$ cat src/hw/rtl/ipq_pkg.sv
// Shared constants and types for the indexed priority queue.
// No dependencies; imported by indexed_priority_queue and its testbench.
package ipq_pkg;

   // Queue geometry
   localparam int ID_COUNT = 64;
   localparam int IDX_W    = $clog2(ID_COUNT);
   localparam int CNT_W    = $clog2(ID_COUNT + 1);

   // Field widths
   localparam int CMD_W    = 3;
   localparam int REQ_ID_W = 8;
   localparam int PRIO_W   = 32;
   localparam int LIMIT_W  = 7;

   // Stream word widths (padded to whole bytes)
   localparam int REQ_DATA_W = 40;
   localparam int RSP_DATA_W = 48;
   localparam int RSP_PAD_W  = RSP_DATA_W - 1 - IDX_W - PRIO_W - CNT_W;

   // Id limit after reset
   localparam logic [LIMIT_W-1:0] LIMIT_RST = LIMIT_W'(64);

   // Command codes
   localparam logic [CMD_W-1:0] CMD_INSERT = 3'd0;
   localparam logic [CMD_W-1:0] CMD_INC    = 3'd1;
   localparam logic [CMD_W-1:0] CMD_DEC    = 3'd2;
   localparam logic [CMD_W-1:0] CMD_POP    = 3'd3;
   localparam logic [CMD_W-1:0] CMD_QUERY  = 3'd4;

   typedef logic signed [PRIO_W-1:0] prio_type;

endpackage

$ cat src/hw/rtl/indexed_priority_queue.sv
// Query and rejected commands go from lookup to the result word. Pop walks the
// whole list (one ordered-list read per entry); insert walks down from the tail
// to its slot; a priority change walks the list, then walks down to its slot.
// One command at a time; tready is high only between commands, and a result
// word that is not taken holds the block in its done state. Throughput is set
// by the single ordered-list port. Reset: synchronous; clears presence bits,
// entry count, id limit (to 64). List and priority memories are not cleared.
module indexed_priority_queue (
   input  logic                             clock,
   input  logic                             reset,
   // Request: tuser = cmd[2:0]; tdata = id[7:0], priority_req[39:8]
   input  logic                             req_tvalid,
   output logic                             req_tready,
   input  logic [ipq_pkg::CMD_W-1:0]        req_tuser,
   input  logic [ipq_pkg::REQ_DATA_W-1:0]   req_tdata,
   // Response: tdata = ok[0], out_id[6:1], out_priority[38:7],
   //           entry_count[45:39], zero[47:46]
   output logic                             rsp_tvalid,
   input  logic                             rsp_tready,
   output logic [ipq_pkg::RSP_DATA_W-1:0]   rsp_tdata,
   // Id limit register
   input  logic                             csr_we,
   input  logic [ipq_pkg::LIMIT_W-1:0]      csr_wdata
);
   import ipq_pkg::*;

   typedef enum logic [5:0] {
      ST_IDLE   = 6'b000001,
      ST_LOOKUP = 6'b000010,
      ST_DEL    = 6'b000100,
      ST_INS    = 6'b001000,
      ST_PLACE  = 6'b010000,
      ST_DONE   = 6'b100000
   } state_type;

   // Control state
   state_type           state_ff, state_in;
   logic [CNT_W-1:0]    held_ff, held_in;
   logic [LIMIT_W-1:0]  limit_ff;
   logic [ID_COUNT-1:0] present_ff;
   logic                found_ff, found_in;
   logic                rsp_valid_ff, rsp_valid_in;

   // Command payload
   logic [CMD_W-1:0]    cmd_ff, cmd_in;
   logic [IDX_W-1:0]    id_ff, id_in;
   logic                idv_ff, idv_in;
   logic                pres_ff, pres_in;
   prio_type            pr_ff, pr_in;
   logic [IDX_W-1:0]    pos_ff, pos_in;
   logic [IDX_W-1:0]    place_ff, place_in;
   logic [IDX_W-1:0]    rem_id_ff, rem_id_in;
   prio_type            rem_prio_ff, rem_prio_in;
   logic                res_ok_ff, res_ok_in;
   logic [IDX_W-1:0]    res_id_ff, res_id_in;
   prio_type            res_prio_ff, res_prio_in;
   logic [RSP_DATA_W-1:0] rsp_data_ff, rsp_data_in;

   // Memories: ordered list (id and priority by position), priority by id
   logic [IDX_W-1:0]    ord_id_mem   [ID_COUNT];
   prio_type            ord_prio_mem [ID_COUNT];
   prio_type            prio_mem     [ID_COUNT];
   logic [IDX_W-1:0]    ord_rd_id;
   prio_type            ord_rd_prio;
   prio_type            prio_rd;

   logic                ord_we;
   logic [IDX_W-1:0]    ord_waddr, ord_wid, ord_raddr, prio_raddr;
   prio_type            ord_wprio;
   logic                prio_we;
   logic                set_present, clr_present;
   logic [IDX_W-1:0]    clr_idx;

   // Request field unpack
   logic [REQ_ID_W-1:0] req_id;
   prio_type            req_pr;
   logic                accept;
   logic [CNT_W-1:0]    held_m1, held_m2, pos_p1;
   logic                match, last;
   logic [IDX_W-1:0]    rem_id_now;
   prio_type            rem_prio_now;

   assign req_id     = req_tdata[REQ_ID_W-1:0];
   assign req_pr     = req_tdata[REQ_ID_W +: PRIO_W];
   assign req_tready = (state_ff == ST_IDLE);
   assign accept     = req_tvalid & req_tready;
   assign rsp_tvalid = rsp_valid_ff;
   assign rsp_tdata  = rsp_data_ff;

   assign held_m1 = held_ff - CNT_W'(1);
   assign held_m2 = held_ff - CNT_W'(2);
   assign pos_p1  = CNT_W'(pos_ff) + CNT_W'(1);

   // Removal pass: match on position zero for pop, on id otherwise
   assign match        = (cmd_ff == CMD_POP) ? (pos_ff == '0) : (ord_rd_id == id_ff);
   assign last         = (pos_p1 >= held_ff);
   assign rem_id_now   = (match && !found_ff) ? ord_rd_id   : rem_id_ff;
   assign rem_prio_now = (match && !found_ff) ? ord_rd_prio : rem_prio_ff;

   // Sequencer
   always_comb begin
      state_in     = state_ff;
      held_in      = held_ff;
      found_in     = found_ff;
      rsp_valid_in = rsp_valid_ff & ~rsp_tready;
      cmd_in       = cmd_ff;
      id_in        = id_ff;
      idv_in       = idv_ff;
      pres_in      = pres_ff;
      pr_in        = pr_ff;
      pos_in       = pos_ff;
      place_in     = place_ff;
      rem_id_in    = rem_id_ff;
      rem_prio_in  = rem_prio_ff;
      res_ok_in    = res_ok_ff;
      res_id_in    = res_id_ff;
      res_prio_in  = res_prio_ff;
      rsp_data_in  = rsp_data_ff;
      ord_we       = 1'b0;
      ord_waddr    = pos_ff;
      ord_wid      = id_ff;
      ord_wprio    = pr_ff;
      ord_raddr    = pos_ff;
      prio_raddr   = req_id[IDX_W-1:0];
      prio_we      = 1'b0;
      set_present  = 1'b0;
      clr_present  = 1'b0;
      clr_idx      = rem_id_now;

      unique case (state_ff)
         ST_IDLE: begin
            if (accept) begin
               cmd_in      = req_tuser;
               id_in       = req_id[IDX_W-1:0];
               idv_in      = (req_id < REQ_ID_W'(limit_ff)) &&
                             (32'(req_id) < 32'(ID_COUNT));
               pres_in     = present_ff[req_id[IDX_W-1:0]];
               pr_in       = req_pr;
               res_ok_in   = 1'b0;
               res_id_in   = '0;
               res_prio_in = '0;
               state_in    = ST_LOOKUP;
            end
         end

         ST_LOOKUP: begin
            state_in = ST_DONE;
            found_in = 1'b0;
            pos_in   = '0;
            ord_raddr = '0;
            case (cmd_ff) inside
               CMD_INSERT: begin
                  if (idv_ff && !pres_ff && (held_ff < CNT_W'(ID_COUNT))) begin
                     if (held_ff == '0) begin
                        place_in = '0;
                        state_in = ST_PLACE;
                     end else begin
                        ord_raddr = held_m1[IDX_W-1:0];
                        pos_in    = held_m1[IDX_W-1:0];
                        state_in  = ST_INS;
                     end
                  end
               end
               CMD_INC, CMD_DEC: begin
                  if (idv_ff && pres_ff &&
                      ((cmd_ff == CMD_INC) ? (pr_ff > prio_rd) : (pr_ff < prio_rd)))
                     state_in = ST_DEL;
               end
               CMD_POP: begin
                  if (held_ff != '0)
                     state_in = ST_DEL;
               end
               CMD_QUERY: begin
                  if (idv_ff && pres_ff) begin
                     res_ok_in   = 1'b1;
                     res_prio_in = prio_rd;
                  end
               end
               default: ;
            endcase
         end

         // Walk up the list, closing the gap behind the removed entry
         ST_DEL: begin
            if (found_ff) begin
               ord_we    = 1'b1;
               ord_waddr = pos_ff - IDX_W'(1);
               ord_wid   = ord_rd_id;
               ord_wprio = ord_rd_prio;
            end
            if (match && !found_ff) begin
               found_in    = 1'b1;
               rem_id_in   = ord_rd_id;
               rem_prio_in = ord_rd_prio;
            end
            if (!last) begin
               pos_in    = pos_ff + IDX_W'(1);
               ord_raddr = pos_ff + IDX_W'(1);
            end else begin
               held_in = held_m1;
               if (cmd_ff == CMD_POP) begin
                  clr_present = 1'b1;
                  res_ok_in   = 1'b1;
                  res_id_in   = rem_id_now;
                  res_prio_in = rem_prio_now;
                  state_in    = ST_DONE;
               end else if (held_m1 == '0) begin
                  place_in = '0;
                  state_in = ST_PLACE;
               end else begin
                  ord_raddr = held_m2[IDX_W-1:0];
                  pos_in    = held_m2[IDX_W-1:0];
                  state_in  = ST_INS;
               end
            end
         end

         // Walk down the list, moving lower-or-equal entries back one slot
         ST_INS: begin
            ord_we    = 1'b1;
            ord_waddr = pos_ff + IDX_W'(1);
            if (ord_rd_prio <= pr_ff) begin
               ord_wid   = ord_rd_id;
               ord_wprio = ord_rd_prio;
               if (pos_ff == '0) begin
                  place_in = '0;
                  state_in = ST_PLACE;
               end else begin
                  pos_in    = pos_ff - IDX_W'(1);
                  ord_raddr = pos_ff - IDX_W'(1);
               end
            end else begin
               prio_we     = 1'b1;
               held_in     = held_ff + CNT_W'(1);
               set_present = 1'b1;
               res_ok_in   = 1'b1;
               state_in    = ST_DONE;
            end
         end

         ST_PLACE: begin
            ord_we      = 1'b1;
            ord_waddr   = place_ff;
            prio_we     = 1'b1;
            held_in     = held_ff + CNT_W'(1);
            set_present = 1'b1;
            res_ok_in   = 1'b1;
            state_in    = ST_DONE;
         end

         // Hand the result word to the output register
         ST_DONE: begin
            if (!rsp_valid_ff || rsp_tready) begin
               rsp_valid_in = 1'b1;
               rsp_data_in  = {RSP_PAD_W'(0), held_ff, res_prio_ff, res_id_ff, res_ok_ff};
               state_in     = ST_IDLE;
            end
         end

         default: state_in = ST_IDLE;
      endcase
   end

   // Control registers
   always_ff @(posedge clock) begin
      if (reset) begin
         state_ff     <= ST_IDLE;
         held_ff      <= '0;
         limit_ff     <= LIMIT_RST;
         present_ff   <= '0;
         found_ff     <= 1'b0;
         rsp_valid_ff <= 1'b0;
      end else begin
         state_ff     <= state_in;
         held_ff      <= held_in;
         found_ff     <= found_in;
         rsp_valid_ff <= rsp_valid_in;
         if (csr_we)
            limit_ff <= csr_wdata;
         if (set_present)
            present_ff[id_ff] <= 1'b1;
         if (clr_present)
            present_ff[clr_idx] <= 1'b0;
      end
   end

   // Payload registers
   always_ff @(posedge clock) begin
      cmd_ff      <= cmd_in;
      id_ff       <= id_in;
      idv_ff      <= idv_in;
      pres_ff     <= pres_in;
      pr_ff       <= pr_in;
      pos_ff      <= pos_in;
      place_ff    <= place_in;
      rem_id_ff   <= rem_id_in;
      rem_prio_ff <= rem_prio_in;
      res_ok_ff   <= res_ok_in;
      res_id_ff   <= res_id_in;
      res_prio_ff <= res_prio_in;
      rsp_data_ff <= rsp_data_in;
   end

   // Ordered list memory, write-first on a same-address read
   always_ff @(posedge clock) begin
      if (ord_we) begin
         ord_id_mem[ord_waddr]   <= ord_wid;
         ord_prio_mem[ord_waddr] <= ord_wprio;
      end
      if (ord_we && (ord_waddr == ord_raddr)) begin
         ord_rd_id   <= ord_wid;
         ord_rd_prio <= ord_wprio;
      end else begin
         ord_rd_id   <= ord_id_mem[ord_raddr];
         ord_rd_prio <= ord_prio_mem[ord_raddr];
      end
   end

   // Priority-by-id memory
   always_ff @(posedge clock) begin
      if (prio_we)
         prio_mem[id_ff] <= pr_ff;
      prio_rd <= prio_mem[prio_raddr];
   end

endmodule

$ cat config.mk
export PLATFORM = sky130hd
export DESIGN_NAME = indexed_priority_queue
export DESIGN_NICKNAME = d
export VERILOG_FILES = /design/src/hw/rtl/ipq_pkg.sv /design/src/hw/rtl/indexed_priority_queue.sv
export SDC_FILE = /design/constraint.sdc
export NUM_CORES = 2
export LEC_CHECK = 0
export BUFFER_PORTS_ARGS = -buffer_cell sky130_fd_sc_hd__buf_2
export CORE_UTILIZATION = 55
export CTS_CLUSTER_DIAMETER = 150
export DETAILED_ROUTE_END_ITERATION = 10
export MAX_ROUTING_LAYER = met4
export PLACE_DENSITY = 0.73
export SLEW_MARGIN = 20
export SYNTH_ARGS = -nofsm -noshare
export SYNTH_HDL_FRONTEND = slang
export SYNTH_MEMORY_MAX_BITS = 65536
export SYNTH_SLANG_ARGS = --single-unit
$ cat constraint.sdc
create_clock -name clock -period 9.7 [get_ports clock]
set_input_delay 0 -clock clock [delete_from_list [all_inputs] [get_ports clock]]
set_output_delay 0 -clock clock [all_outputs]
set_load 0.1 [all_outputs]
== Word-level counts from Yosys, hierarchy flattened ==
Memory sizes are Yosys's and may differ from the RTL's. A register that Yosys moved wholly into a read port is not among the register bits.
Index checks and enable logic that the tools add are counted.

* Add/subtract/negate cells: 6
* Order comparisons: 12
* Eq/ne operators: 30
* Multiplexer cells: 95
* Bitwise operators: 6
* Reduce and logical (&&, ||, !) cells: 34

{| class="wikitable"
|+ Operator list
! cell !! number
|-
| $mux 32 || 11
|-
| $mux 6 || 35
|-
| $mux 64 || 3
|-
| $pmux 32 s3 || 1
|-
| $and 64x64->64 || 1
|-
| $not 64->64 || 1
|-
| $or 64x64->64 || 1
|-
| $pmux 32 s2 || 1
|-
| $pmux 6 s3 || 3
|-
| $pmux 6 s6 || 1
|-
| $ne 2x2->1 const B || 17
|-
| $gt 32x32->1 || 1
|-
| $le 32x32->1 || 1
|-
| $lt 32x32->1 || 1
|-
| $mux 1 || 26
|-
| $pmux 6 s2 || 2
|-
| $lt 6x7->1 const B || 3
|-
| $pmux 7 s3 || 1
|-
| $reduce_and 9->1 || 2
|-
| $logic_not 7->1 || 2
|-
| $mux 7 || 2
|-
| $demux 1 s6 || 2
|-
| $ge 6x1->1 const B || 2
|-
| $mux 5 || 2
|-
| 41 further kinds || 61
|}

* Bits in registers: 264
* Bits in writable memories: 4480
* Bits of input ports: 55
* Logic and storage cells: 205
* Memories kept: 3

{| class="wikitable"
|+ Memories
! memory !! words !! bits a word !! read ports !! clocked after memory_dff !! wr ports !! line !! RTL
|-
| ord_prio_mem || 64 || 32 || 1 || 1 || 1 || indexed_priority_queue.sv:61 || <nowiki>prio_type ord_prio_mem [ID_COUNT];</nowiki>
|-
| prio_mem || 64 || 32 || 1 || 1 || 1 || indexed_priority_queue.sv:62 || <nowiki>prio_type prio_mem [ID_COUNT];</nowiki>
|-
| ord_id_mem || 64 || 6 || 1 || 1 || 1 || indexed_priority_queue.sv:60 || <nowiki>logic [IDX_W-1:0] ord_id_mem [ID_COUNT];</nowiki>
|}

== Depth between registers and ports, before layout ==
* Depth in word-level cells: 11
* Depth in mapped cells: 25
* Mapped depth without buffers: 15

== Least setup slack after synthesis ==
OpenSTA, ideal clock, no wires.

* Kind: flip-flop to flip-flop
* From: register pos_ff[0] (netlist name)
* To: memory ord_prio_mem[0][19] in the netlist's numbering (data pin)
* Setup time: 0.738 ns
* Arrival: 8.339 ns
* Slack: 0.622 ns
* Stages on the path, launching flop included: 21
* Period minus slack after synthesis: 9.078 ns
* Cells stage by stage: edfxtp_1 buf_6 buf_12 buf_8 buf_6 buf_6 buf_2 buf_1 mux4_2 mux4_2 mux4_2 ha_1 and4_1 or3b_2 or4b_1 a211oi_1 or2_2 o21ai_0 a21oi_1 nor2_1 a221oi_1

{| class="wikitable"
|+ RTL lines
! item !! line
|-
| end: declaration || indexed_priority_queue.sv:61
|}

==> run metrics <==
die area 0.3401 mm^2; worst skew pair latency 1.01 ns; fill cell count 21.93k; Post-synth EDFFs 4,652; DIE WIDTH 583.2 um; Highest Clock Rate 111.0 MHz; Critical Path AT 9.69 ns; clock skew 0.06777 ns; Clock Power Share 39.1%; clk slew on worst S/H paths 0.06 ns; Final ANT Viol Nets 0; final WL 528.8 mm; Hold Path Class primary input to flop; first-pass GRT wire length 728.8 mm; row count 213; syn avg cell area 22.96 um^2; Nets 8,779; CTS Buf Count 454; DRC errors left 0; post-CTS setup repair buffer count 0; Top FF cell, synth edfxtp_1; CP Class flop to flop; multi-input logic area 0.04250 mm^2; critical-path maximum fanout 84; die height 583.2 um; Area Growth Syn to Fin 12.90%; Max Slew Vio Count 0; Clock Sinks 4,770; CP max stage cell edfxtp_1; register area 0.1421 mm^2; Worst-Margin Slew 1.233 ns; family with the most delay on the worst path simple AND/OR/NAND/NOR gates; endpoints failing setup 0; Startpoint Class flop; fin cells 13.57k; initial antenna violation count 31; placed insts 12.59k; Fin Setup TNS 0 ns; synthesized instance count 8,092; Flop pwr share 52.5%; CTS tree built; Yosys reg bits 4,770; CTS root buf clkbuf_16; Mapped Area 0.1858 mm^2; Final min period 9.006 ns; WL/cell 38.98 um; Sw Share 23.09%; I/O Buffers 102; I/O pins 105; Post-DP Area 0.1939 mm^2; RSZ-0062 raised after global routing no; RD Place Congestion 0.9118; core area 0.3363 mm^2; Clock Tree Buf Depth 4; CP endpoint kind flop; Slew headroom 17.80%; status finished clean; VDD IR max 188.1 uV; Initial Util 55.23%; Hold WS 0.04058 ns; iteration count of the initial detailed-routing pass 6; Ys Warns 0; synth unique cells 90; Vias/cell 6.990; Max Cap Viol 0; CP most frequent cell mux4_2; initial DRC count 15.82k; hpwl dp 285.2 mm; overall routing resource usage 31.98%; Comb pwr share 8.5%; final period utilization 92.84%; net switching power 10.42 mW; ys async rst share 0%; Worst Path Required 10.38 ns; Final Hold Fails 0; aggregate global routing overflow 0; layout cells sized above 1 30.42%; CP max stage delay 1.17 ns; post-synthesis sequential area ratio 76.47%; critical path, cell by cell buf_4, buf_12, mux4_2, mux4_2, mux4_2, ha_1, nand2_1, or2_2, or4b_1, a211oi_1, or2_2, o21a_1, nor2_1, nand2_2, nand2_1, nor2_4, buf_4; Lkg Pwr 65.58 nW; CTS H-Tree Depth 5; Internal 34.70 mW; final non-filler cell area 0.2097 mm^2; vias after detailed routing 94.85k; largest net degree at the start of global routing 131; Worst Path Buf+Inv 3; P per Cell Area 215.1 mW/mm^2; vias in the first global route 93.79k
## stage by stage
| step | worst slack (ns) | utilization [%] | total power, mW |
|---|---|---|---|
| after detailed placement | 0.8840 | 57.64 | 27.77 |
| final | 0.6945 | 62.36 | 45.12 |
| after CTS | 0.7647 | 62.32 | 45.09 |
| after floorplan | 0.6224 | - | 26.24 |
| after global placement | 0.7027 | 57.59 | 27.65 |
| after global routing | 0.5693 | 62.35 | 46.04 |
## layout make-up
| class | instances | share of cell area, % |
|---|---|---|
| Clock inverter | 258 | 1.156 |
| Inverter | 105 | 0.1921 |
| Sequential cell | 4770 | 67.74 |
| Antenna cell | 32 | 0.03818 |
| Clock buffer | 580 | 5.826 |
| Timing Repair Buffer | 524 | 2.092 |
| Tap cell | 4515 | 2.694 |
| Multi-Input combinational cell | 2784 | 20.27 |
## cell usage after synthesis (66+ instances only)
| master | instances | area [um^2] |
|---|---|---|
| a31oi_1 | 66 | 412.9 |
| buf_1 | 98 | 367.9 |
| clkbuf_1 | 240 | 900.9 |
| dfxtp_1 | 118 | 2362 |
| edfxtp_1 | 4652 | 139700 |
| ha_1 | 85 | 1064 |
| inv_1 | 100 | 375.4 |
| mux2_2 | 73 | 822.0 |
| mux4_2 | 1435 | 32320 |
| nand2_1 | 127 | 476.7 |
| nor2_1 | 274 | 1028 |
| o21ai_0 | 68 | 340.3 |
## power by group through the flow
stage | Combinational [mW] | Sequential [mW] | Clock (mW)
floorplan | 2.03 | 24.2 | 0
global placement | 3.56 | 24.1 | 0
detailed placement | 3.67 | 24.1 | 0
CTS | 3.73 | 23.7 | 17.7
global route | 3.94 | 23.7 | 18.4
finish | 3.81 | 23.7 | 17.6
## flip-flops by register name (all words and copies together), names as in the netlist, 3 cells and up
name,flops
cmd_ff,3
held_ff,7
id_ff,6
limit_ff,7
ord_id_mem,384
ord_prio_mem,2048
pos_ff,6
pr_ff,32
present_ff,64
prio_mem,2048
prio_rd,32
rem_id_ff,6
rem_prio_ff,32
res_id_ff,6
res_prio_ff,32
rsp_tdata,46
state_ff,6
## path summary, 6_finish.rpt
kind / startpoint / endpoint / slack [ns] / cells past startpoint
min reg2reg: res_id_ff[5] / rsp_tdata[6] / 0.41 / 0
max: pos_ff[0] / prio_mem[45][13] / 0.69 / 17
min: req_tdata[1] / prio_rd[11] / 0.04 / 4
max reg2reg: pos_ff[0] / prio_mem[45][13] / 0.69 / 17
## worst min-delay path: stages
cell and delay, ns:
buf_8 0.19, mux4_2 0.29, mux4_2 0.21, mux4_2 0.25
## routing by layer
metal	share of wire, %	track usage, %	vias to the layer above
met3	11	5.706	1586
met5	0	-	-
met4	6.6	17.49	0
met1	34	40.32	49910
li1	-	-	35800
met2	48	49.93	7555
## placed cells by master, fill, tap and decap left out, types with 17 or more instances in the layout
| cell type | netlist | final |
|---|---|---|
| a21oi_1 | 59 | 59 |
| a22oi_1 | 30 | 30 |
| a31oi_1 | 66 | 65 |
| a211oi_1 | 29 | 28 |
| nor2_4 | 0 | 122 |
| clkbuf_1 | 240 | 100 |
| and3_1 | 30 | 24 |
| clkinvlp_4 | 0 | 17 |
| nor3_1 | 47 | 44 |
| nand2_1 | 127 | 125 |
| xnor2_1 | 17 | 17 |
| buf_4 | 15 | 284 |
| nand4_1 | 18 | 18 |
| clkbuf_16 | 0 | 465 |
| o221ai_1 | 22 | 22 |
| o21ai_0 | 68 | 68 |
| buf_2 | 65 | 97 |
| a21o_1 | 23 | 23 |
| nor4_1 | 24 | 24 |
| inv_1 | 100 | 99 |
| edfxtp_1 | 4652 | 4652 |
| diode_2 | 0 | 32 |
| bufinv_16 | 0 | 42 |
| a221o_1 | 46 | 46 |
| nand3_1 | 35 | 30 |
| dlygate4sd3_1 | 0 | 110 |
| and2_1 | 20 | 19 |
| mux2_2 | 73 | 72 |
| ha_1 | 85 | 85 |
| nor2b_1 | 24 | 23 |
| clkinv_1 | 3 | 101 |
| mux2i_1 | 58 | 54 |
| mux4_2 | 1435 | 1435 |
| clkinv_2 | 0 | 82 |
| dfxtp_1 | 118 | 118 |
| buf_12 | 1 | 25 |
| nor2_1 | 274 | 151 |
## logic make-up (layout without fill, tap and decap cells)
family	Yosys count	count (layout)	synth area share, %
muxes	1573	1573	18.23
xor gates and xnor gates	21	21	0.09901
other	1	34	0.002019
adders and majority gates	85	85	0.5725
AOI/OAI and AO/OA	439	439	1.714
buffers and inverters	539	1467	1.235
DFF	4770	4770	76.47
and+or+nand+nor	664	664	1.678
## what timing repair did
item,CTS,global route
setup endpoints to repair,0,0
endpoints found under the hold margin,148,0
hold buffers,110,0
gates resized for setup,0,0
Power figures use the tool's default switching activity.
